$ cat src/rtl/sdre_pkg.sv
`default_nettype none
package sdre_pkg;

    localparam int RADIX_W = 5;
    localparam int DIGIT_W = 4;
    localparam int CHAR_W  = 8;
    localparam int ALPHA_W = 64;
    localparam int NCHARS  = 16;
    localparam int CHUNK_W = 4;

    localparam logic [CHAR_W-1:0] CH_MINUS = 8'h2D;
    localparam logic [CHAR_W-1:0] CH_PLUS  = 8'h2B;
    localparam logic [RADIX_W-1:0] MIN_RADIX = 5'd2;

    typedef logic [1:0] cfg_idx_t;
    localparam cfg_idx_t REG_RADIX_SIZE    = 2'd0;
    localparam cfg_idx_t REG_ALPHABET_LOW  = 2'd1;
    localparam cfg_idx_t REG_ALPHABET_HIGH = 2'd2;

    typedef logic [RADIX_W-1:0] radix_t;
    typedef logic [DIGIT_W-1:0] digit_t;
    typedef logic [CHAR_W-1:0]  char_t;
    typedef logic [ALPHA_W-1:0] alpha_t;

    // byte of the alphabet for one digit
    function automatic char_t char_of(alpha_t lo, alpha_t hi, digit_t d);
        alpha_t word;
        word = d[3] ? hi : lo;
        return word[{d[2:0], 3'b000} +: CHAR_W];
    endfunction

endpackage
`default_nettype wire

$ cat src/rtl/sdre_alpha_check.sv
`default_nettype none
module sdre_alpha_check #(
    parameter int MAX_RADIX = 16
) (
    input  wire sdre_pkg::radix_t radix_size,
    input  wire sdre_pkg::alpha_t alphabet_low,
    input  wire sdre_pkg::alpha_t alphabet_high,
    output logic                  ok
);

    sdre_pkg::char_t chars [sdre_pkg::NCHARS];
    logic            clash;

    always_comb
    begin
        clash = 1'b0;
        for (int i = 0; i < sdre_pkg::NCHARS; i++)
        begin
            chars[i] = sdre_pkg::char_of(alphabet_low, alphabet_high,
                                         sdre_pkg::DIGIT_W'(i));
        end
        for (int i = 0; i < sdre_pkg::NCHARS; i++)
        begin
            if (sdre_pkg::RADIX_W'(i) < radix_size)
            begin
                if (chars[i] == sdre_pkg::CH_MINUS || chars[i] == sdre_pkg::CH_PLUS)
                    clash = 1'b1;
                for (int j = i + 1; j < sdre_pkg::NCHARS; j++)
                begin
                    if (sdre_pkg::RADIX_W'(j) < radix_size && chars[j] == chars[i])
                        clash = 1'b1;
                end
            end
        end
        ok = (radix_size >= sdre_pkg::MIN_RADIX)
          && (radix_size <= sdre_pkg::RADIX_W'(MAX_RADIX))
          && !clash;
    end

endmodule
`default_nettype wire

$ cat src/rtl/sdre_div_step.sv
`default_nettype none
module sdre_div_step (
    input  wire sdre_pkg::radix_t             radix,
    input  wire sdre_pkg::digit_t             rem_in,
    input  wire logic [sdre_pkg::CHUNK_W-1:0] chunk,
    output sdre_pkg::digit_t                  rem_out,
    output logic [sdre_pkg::CHUNK_W-1:0]      quot
);

    // four restoring steps, remainder stays below the radix
    logic [sdre_pkg::RADIX_W-1:0] t;
    sdre_pkg::digit_t             r;

    always_comb
    begin
        r    = rem_in;
        quot = '0;
        t    = '0;
        for (int k = sdre_pkg::CHUNK_W - 1; k >= 0; k--)
        begin
            t = {r, chunk[k]};
            if (t >= radix)
            begin
                quot[k] = 1'b1;
                t       = t - radix;
            end
            r = t[sdre_pkg::DIGIT_W-1:0];
        end
        rem_out = r;
    end

endmodule
`default_nettype wire

$ cat src/rtl/sdre_digit_buf.sv
`default_nettype none
module sdre_digit_buf #(
    parameter int DEPTH = 32
) (
    input  wire logic                     clk,
    input  wire logic                     we,
    input  wire logic [$clog2(DEPTH)-1:0] waddr,
    input  wire sdre_pkg::digit_t         wdata,
    input  wire logic                     re,
    input  wire logic [$clog2(DEPTH)-1:0] raddr,
    output sdre_pkg::digit_t              rdata
);

    sdre_pkg::digit_t mem [DEPTH];
    sdre_pkg::digit_t rdata_reg;

    always_ff @(posedge clk)
    begin
        if (we)
            mem[waddr] <= wdata;
    end

    always_ff @(posedge clk)
    begin
        if (re)
            rdata_reg <= mem[raddr];
    end

    assign rdata = rdata_reg;

endmodule
`default_nettype wire

$ cat src/rtl/signed_radix_digit_emitter_unit.sv
`default_nettype none
// writes a signed integer as text in a configured radix, one character per output
// word. the alphabet (radix_size characters, 2..MAX_RADIX, from alphabet_low and
// alphabet_high) must hold no repeats and no '+' or '-'; otherwise one error word
// (char 0, last_char and bad_alphabet set) comes out. a negative value yields '-'
// first, then the digits most significant first, last_char on the final digit.
// digits come out of a shared divide unit that retires four quotient bits per cycle;
// each digit is stored in a small buffer and read back in reverse, one fetch state
// and one emit state per character, the emit waiting for the output register to
// be free. in_ready is high only while the sequencer idles.
module signed_radix_digit_emitter_unit #(
    parameter int MAX_RADIX   = 16,
    parameter int VALUE_WIDTH = 32
) (
    input  wire logic                 clk,
    input  wire logic                 rst_n,
    input  wire logic                 cfg_we,
    input  wire sdre_pkg::cfg_idx_t   cfg_index,
    input  wire sdre_pkg::alpha_t     cfg_data,
    input  wire logic                 in_valid,
    output logic                      in_ready,
    input  wire logic signed [31:0]   value,
    output logic                      out_valid,
    input  wire logic                 out_ready,
    output logic [7:0]                char_out,
    output logic                      last_char,
    output logic                      bad_alphabet
);

    localparam int NSTEP = (VALUE_WIDTH + sdre_pkg::CHUNK_W - 1) / sdre_pkg::CHUNK_W;
    localparam int PW    = NSTEP * sdre_pkg::CHUNK_W;
    localparam int AW    = $clog2(VALUE_WIDTH);
    localparam int SW    = $clog2(NSTEP);

    typedef enum logic [5:0] {
        ST_IDLE  = 6'b000001,
        ST_DIV   = 6'b000010,
        ST_SIGN  = 6'b000100,
        ST_FETCH = 6'b001000,
        ST_EMIT  = 6'b010000,
        ST_ERR   = 6'b100000
    } state_t;

    // configuration registers
    sdre_pkg::radix_t radix_reg;
    sdre_pkg::alpha_t alpha_lo_reg;
    sdre_pkg::alpha_t alpha_hi_reg;

    always_ff @(posedge clk or negedge rst_n)
    begin
        if (!rst_n)
        begin
            radix_reg    <= '0;
            alpha_lo_reg <= '0;
            alpha_hi_reg <= '0;
        end
        else if (cfg_we)
        begin
            unique case (cfg_index)
                sdre_pkg::REG_RADIX_SIZE:    radix_reg    <= cfg_data[sdre_pkg::RADIX_W-1:0];
                sdre_pkg::REG_ALPHABET_LOW:  alpha_lo_reg <= cfg_data;
                sdre_pkg::REG_ALPHABET_HIGH: alpha_hi_reg <= cfg_data;
                default: ;
            endcase
        end
    end

    logic alpha_ok;

    sdre_alpha_check #(
        .MAX_RADIX (MAX_RADIX)
    ) u_check (
        .radix_size    (radix_reg),
        .alphabet_low  (alpha_lo_reg),
        .alphabet_high (alpha_hi_reg),
        .ok            (alpha_ok)
    );

    // magnitude of the incoming value, most negative value included
    logic [VALUE_WIDTH-1:0] raw;
    logic                   in_neg;
    logic [VALUE_WIDTH-1:0] in_mag;

    assign raw    = value[VALUE_WIDTH-1:0];
    assign in_neg = raw[VALUE_WIDTH-1];
    assign in_mag = in_neg ? (~raw + 1'b1) : raw;

    // sequencer and datapath registers
    state_t                 state_reg, state_next;
    logic [PW-1:0]          mag_reg, mag_next;
    sdre_pkg::digit_t       rem_reg, rem_next;
    logic [SW-1:0]          step_reg, step_next;
    logic [AW-1:0]          cnt_reg, cnt_next;
    logic [AW-1:0]          idx_reg, idx_next;
    logic                   neg_reg, neg_next;

    // shared divide unit on the top chunk of the shifting dividend
    sdre_pkg::digit_t             div_rem;
    logic [sdre_pkg::CHUNK_W-1:0] div_quot;
    logic [PW-1:0]                shifted;

    sdre_div_step u_div (
        .radix   (radix_reg),
        .rem_in  (rem_reg),
        .chunk   (mag_reg[PW-1 -: sdre_pkg::CHUNK_W]),
        .rem_out (div_rem),
        .quot    (div_quot)
    );

    assign shifted = {mag_reg[PW-sdre_pkg::CHUNK_W-1:0], div_quot};

    // digit buffer, least significant digit at address 0
    logic             buf_we;
    logic             buf_re;
    sdre_pkg::digit_t buf_rdata;

    sdre_digit_buf #(
        .DEPTH (VALUE_WIDTH)
    ) u_buf (
        .clk   (clk),
        .we    (buf_we),
        .waddr (cnt_reg),
        .wdata (div_rem),
        .re    (buf_re),
        .raddr (idx_reg),
        .rdata (buf_rdata)
    );

    // output word register
    logic                 out_valid_reg, out_valid_next;
    sdre_pkg::char_t      char_reg, char_next;
    logic                 last_reg, last_next;
    logic                 bad_reg, bad_next;
    logic                 out_free;
    logic                 out_load;
    logic                 step_done;

    assign out_free  = !out_valid_reg || out_ready;
    assign step_done = (step_reg == SW'(NSTEP - 1));
    assign in_ready  = (state_reg == ST_IDLE);

    always_comb
    begin
        state_next = state_reg;
        mag_next   = mag_reg;
        rem_next   = rem_reg;
        step_next  = step_reg;
        cnt_next   = cnt_reg;
        idx_next   = idx_reg;
        neg_next   = neg_reg;
        buf_we     = 1'b0;
        buf_re     = 1'b0;
        out_load   = 1'b0;
        char_next  = char_reg;
        last_next  = last_reg;
        bad_next   = bad_reg;

        unique case (state_reg)
            ST_IDLE:
            begin
                if (in_valid)
                begin
                    mag_next  = PW'(in_mag);
                    neg_next  = in_neg;
                    rem_next  = '0;
                    step_next = '0;
                    cnt_next  = '0;
                    state_next = alpha_ok ? ST_DIV : ST_ERR;
                end
            end
            ST_DIV:
            begin
                mag_next  = shifted;
                rem_next  = div_rem;
                step_next = step_reg + 1'b1;
                if (step_done)
                begin
                    // digit complete: store it, start over on the quotient
                    buf_we    = 1'b1;
                    rem_next  = '0;
                    step_next = '0;
                    cnt_next  = cnt_reg + 1'b1;
                    if (shifted == '0)
                    begin
                        idx_next   = cnt_reg;
                        state_next = ST_SIGN;
                    end
                end
            end
            ST_SIGN:
            begin
                if (!neg_reg)
                    state_next = ST_FETCH;
                else if (out_free)
                begin
                    out_load   = 1'b1;
                    char_next  = sdre_pkg::CH_MINUS;
                    last_next  = 1'b0;
                    bad_next   = 1'b0;
                    state_next = ST_FETCH;
                end
            end
            ST_FETCH:
            begin
                buf_re     = 1'b1;
                state_next = ST_EMIT;
            end
            ST_EMIT:
            begin
                if (out_free)
                begin
                    out_load  = 1'b1;
                    char_next = sdre_pkg::char_of(alpha_lo_reg, alpha_hi_reg, buf_rdata);
                    last_next = (idx_reg == '0);
                    bad_next  = 1'b0;
                    if (idx_reg == '0)
                        state_next = ST_IDLE;
                    else
                    begin
                        idx_next   = idx_reg - 1'b1;
                        state_next = ST_FETCH;
                    end
                end
            end
            ST_ERR:
            begin
                if (out_free)
                begin
                    out_load   = 1'b1;
                    char_next  = '0;
                    last_next  = 1'b1;
                    bad_next   = 1'b1;
                    state_next = ST_IDLE;
                end
            end
            default:
            begin
                state_next = ST_IDLE;
            end
        endcase

        if (out_load)
            out_valid_next = 1'b1;
        else if (out_ready)
            out_valid_next = 1'b0;
        else
            out_valid_next = out_valid_reg;
    end

    always_ff @(posedge clk or negedge rst_n)
    begin
        if (!rst_n)
        begin
            state_reg     <= ST_IDLE;
            out_valid_reg <= 1'b0;
        end
        else
        begin
            state_reg     <= state_next;
            out_valid_reg <= out_valid_next;
        end
    end

    always_ff @(posedge clk)
    begin
        mag_reg  <= mag_next;
        rem_reg  <= rem_next;
        step_reg <= step_next;
        cnt_reg  <= cnt_next;
        idx_reg  <= idx_next;
        neg_reg  <= neg_next;
        char_reg <= char_next;
        last_reg <= last_next;
        bad_reg  <= bad_next;
    end

    assign out_valid    = out_valid_reg;
    assign char_out     = char_reg;
    assign last_char    = last_reg;
    assign bad_alphabet = bad_reg;

endmodule
`default_nettype wire

$ cat config.mk
export PLATFORM = sky130hd
export DESIGN_NAME = signed_radix_digit_emitter_unit
export DESIGN_NICKNAME = d
export VERILOG_FILES = /design/src/rtl/sdre_pkg.sv /design/src/rtl/sdre_alpha_check.sv /design/src/rtl/sdre_div_step.sv /design/src/rtl/sdre_digit_buf.sv /design/src/rtl/signed_radix_digit_emitter_unit.sv
export SDC_FILE = /design/constraint.sdc
export NUM_CORES = 1
export LEC_CHECK = 0
export ABC_AREA = 0
export BUFFER_PORTS_ARGS = -buffer_cell sky130_fd_sc_hd__buf_2
export CAP_MARGIN = 5
export CORE_MARGIN = 2
export CORE_UTILIZATION = 55
export DETAILED_ROUTE_END_ITERATION = 12
export PLACE_DENSITY = 0.78
export SLEW_MARGIN = 20
export SYNTH_ARGS = -nofsm -noshare
export SYNTH_HDL_FRONTEND = slang
export SYNTH_SLANG_ARGS = --single-unit
export TNS_END_PERCENT = 100
$ cat constraint.sdc
create_clock -name clk -period 7.53 [get_ports clk]
set_clock_uncertainty 0.05 [all_clocks]
set_input_delay 1.506 -clock clk [delete_from_list [all_inputs] [get_ports clk]]
set_output_delay 1.506 -clock clk [all_outputs]
set_load 0.02 [all_outputs]
==> impl_metrics.json <==
{
  "outcome": "finished, final reports clean",
  "ys_warn_count": 0,
  "areaGrowthSynthToFinish_pct": 7.97,
  "ys.flop_type": "edfxtp_1",
  "postSynthCellCount": 2749,
  "die_h_um": 231,
  "grt_setup_unrepaired": "false",
  "layout-drive-gt1-share_pct": 20.3,
  "hold_class": "reg -> reg",
  "routabilityCongestion": 1.04,
  "cts_buffer_depth": 3,
  "synthArstFlopShare_pct": 42.2,
  "syn_area_um2": 28300,
  "ys_types": 63,
  "p_sw_mw": 5.47,
  "antenna_found_initial": 7,
  "grt_pass1_vias": 23400,
  "routed_wl_um": 98200,
  "worstPathRequired_ns": 7.78,
  "slew_viol_final": 0,
  "clkTransAtPathRegs_ns": 0.06,
  "cp_max_fo": 8,
  "arrival_ns": 7.30,
  "ys_top_cells_by_area": "xnor2_1 (26%), edfxtp_1 (20%), dfrtp_1 (12%), mux4_2 (6.4%), xor2_1 (5.6%)",
  "largest_register_ffs": 128,
  "postRouteAntennaNets": 0,
  "intPower_mw": 7.08,
  "power_frac_seq_pct": 31.9,
  "avgRoutedWirePerCell_um": 28.6,
  "cts_root_buf": "clkbuf_16",
  "cts_tree": "done",
  "leakage_nw": 10.1,
  "ctsHoldBuffers": 0,
  "combinationalPowerShare_pct": 52.9,
  "vdd_drop_max_mv": 0.722,
  "vias_per_cell": 6.87,
  "cts.sinks": 332,
  "rows": 83,
  "first_pass_iters": 9,
  "cts_buffers": 38,
  "first_iter_violations": 3644,
  "drc": 0,
  "slowest_delay_ns": 0.38,
  "dr_total_vias": 23600,
  "post-route-period-util_pct": 93.7,
  "slowest_stage": "dfrtp_1",
  "port_buffers": 114,
  "finalCriticalPeriod_ns": 7.06,
  "hold_viol_final": 0,
  "critical_path_class": "reg -> reg",
  "cpMostUsedCell": "a21o_1",
  "clockPowerShare_pct": 15.2,
  "synth_fp_nets": 2884,
  "die_w_um": 231,
  "worstMarginPinSlew_ns": 1.27,
  "setup_tns_ns": 0,
  "grt_pass1_wl_um": 147000,
  "cp-end-kind": "register",
  "track_usage_pct": 36.6,
  "finalHoldWorstSlack_ns": 0.458,
  "cts_setup_buffers": 0,
  "dieArea_um2": 53300,
  "setup_viol": 0,
  "grt-ovfl-total": 0,
  "min_path_cells": 1,
  "start_util_pct": 55.4,
  "cts_resized": 0,
  "core_um2": 51100,
  "critPathLaunchType": "register",
  "synth_top_area_share_pct": 25.9,
  "pwr_density_cell_nw_per_um2": 411,
  "max_slew_margin_pct": 15.4,
  "yosysTopAreaCell": "xnor2_1",
  "swShare_pct": 43.6,
  "synth-seq-area-share_pct": 32.8,
  "ios": 115,
  "grt_max_degree": 76,
  "nNetsFinal": 2857,
  "insertion_delay_ns": 0.58,
  "synth_seq_cells": 332,
  "synth_edf_count": 192,
  "maxCapViolations": 0,
  "ctsHtreeMaxLevel": 2,
  "synth.avg_cell_area_um2": 10.3,
  "max_freq_ghz": 0.142,
  "r2r_cells": 31,
  "dp_hpwl_um": 61700
}
==> critical path, delay by kind of cell, from the launching register on <==
family          cells  cell delay [ns]
compound gates     20             4.06
fa+ha+maj           4             1.07
mux                 2             0.67
buf+inv             4             0.39
flops               1             0.38
simple gates        1             0.16
==> area by class of cell <==
cell class | instances | area [µm²]
clock inverter | 17 | 210
sequential | 332 | 9270
clock buffer | 53 | 1090
inverter | 33 | 124
antenna | 3 | 7.51
fill | 4098 | 20600
timing repair buffer | 255 | 1640
tap | 680 | 851
multi-input combinational | 2062 | 17400
==> per-stage QoR <==
stage	power (mW)	instances	instance area, µm²	utilization, %	setup slack [ns]
global route	13.1	3432	30500	59.8	0.0140
global placement	10.0	3362	29200	57.2	0.439
detailed placement	10.3	3362	29200	57.2	0.328
finish	12.6	3435	30500	59.8	0.473
floorplan	8.47	2749	28300	-	0.113
CTS	12.2	3432	30500	59.8	0.241
==> final timing paths <==
kind,startpoint,endpoint,slack [ns]
max in group asynchronous,rst_n,alpha_lo_reg[29],5.12
hold reg to reg,alpha_hi_reg[28],alpha_hi_reg[28],0.46
min in group asynchronous,rst_n,alpha_lo_reg[62],0.87
hold / removal,alpha_hi_reg[28],alpha_hi_reg[28],0.46
setup / recovery,radix_reg[0],idx_reg[1],0.47
setup reg to reg,radix_reg[0],idx_reg[1],0.47
==> metal layers <==
metal	GRT usage (%)	wire length, µm	share of wire (%)	up-vias
li1	-	-	-	9560
met4	20.6	7070	7.2	12
met5	0.551	133	0.14	-
met3	13.4	14500	15	630
met1	46.4	35200	36	11400
met2	53.8	41400	42	1974
==> synth_stat cells (12+ instances only) <==
master and count:
o31ai_1 12, nor3_1 81, nor4_1 89, xnor2_1 837, nand2_1 70, clkbuf_1 45, xor2_1 180, mux4_2 80
a21o_1 22, a31oi_1 26, nor2_1 64, a21oi_1 18, edfxtp_1 192, ha_1 28, dfrtp_1 139, nand3_1 36
nand4_1 199, o21ai_0 53, buf_1 21, nand4b_1 12, buf_2 247, inv_1 32, mux2_2 138
==> placed cells by master (no fill, tap or decap), types with 36 or more instances in the layout <==
cell       count
nor3_1        81
clkbuf_16     38
xor2_1       180
dfrtp_1      137
buf_2        113
nand3_1       36
mux4_2        80
nor2_1        64
mux2_2       138
buf_4        141
o21ai_0       53
xnor2_1      837
edfxtp_1     192
nor4_1        88
nand2_1       70
nand4_1      199
==> power by group through the flow <==
stage	Combinational (mW)	Clock [mW]	Sequential, mW
3_5_place_dp	6.31	0	3.94
5_1_grt	7.06	2.00	4.02
6_report	6.64	1.91	4.00
2_1_floorplan	4.78	0	3.69
4_1_cts	6.34	1.93	3.90
3_3_place_gp	6.05	0	3.95
==> kinds of logic (layout without fill, tap and decap cells) <==
logic type               count (synthesis)  count (layout)  synth area share, %
XOR/XNOR                              1017            1017                 31.5
AND/OR/NAND/NOR                        620             620                 12.3
multiplexers                           223             223                 12.0
adder cells (fa/ha/maj)                 32              32                 1.52
buffers and inverters                  355             358                 5.94
flip-flops                             332             332                 32.8
other                                    0               3                    0
AO/OA/AOI/OAI                          170             170                 3.91
Note: power is estimated with default switching activity, not from simulation.
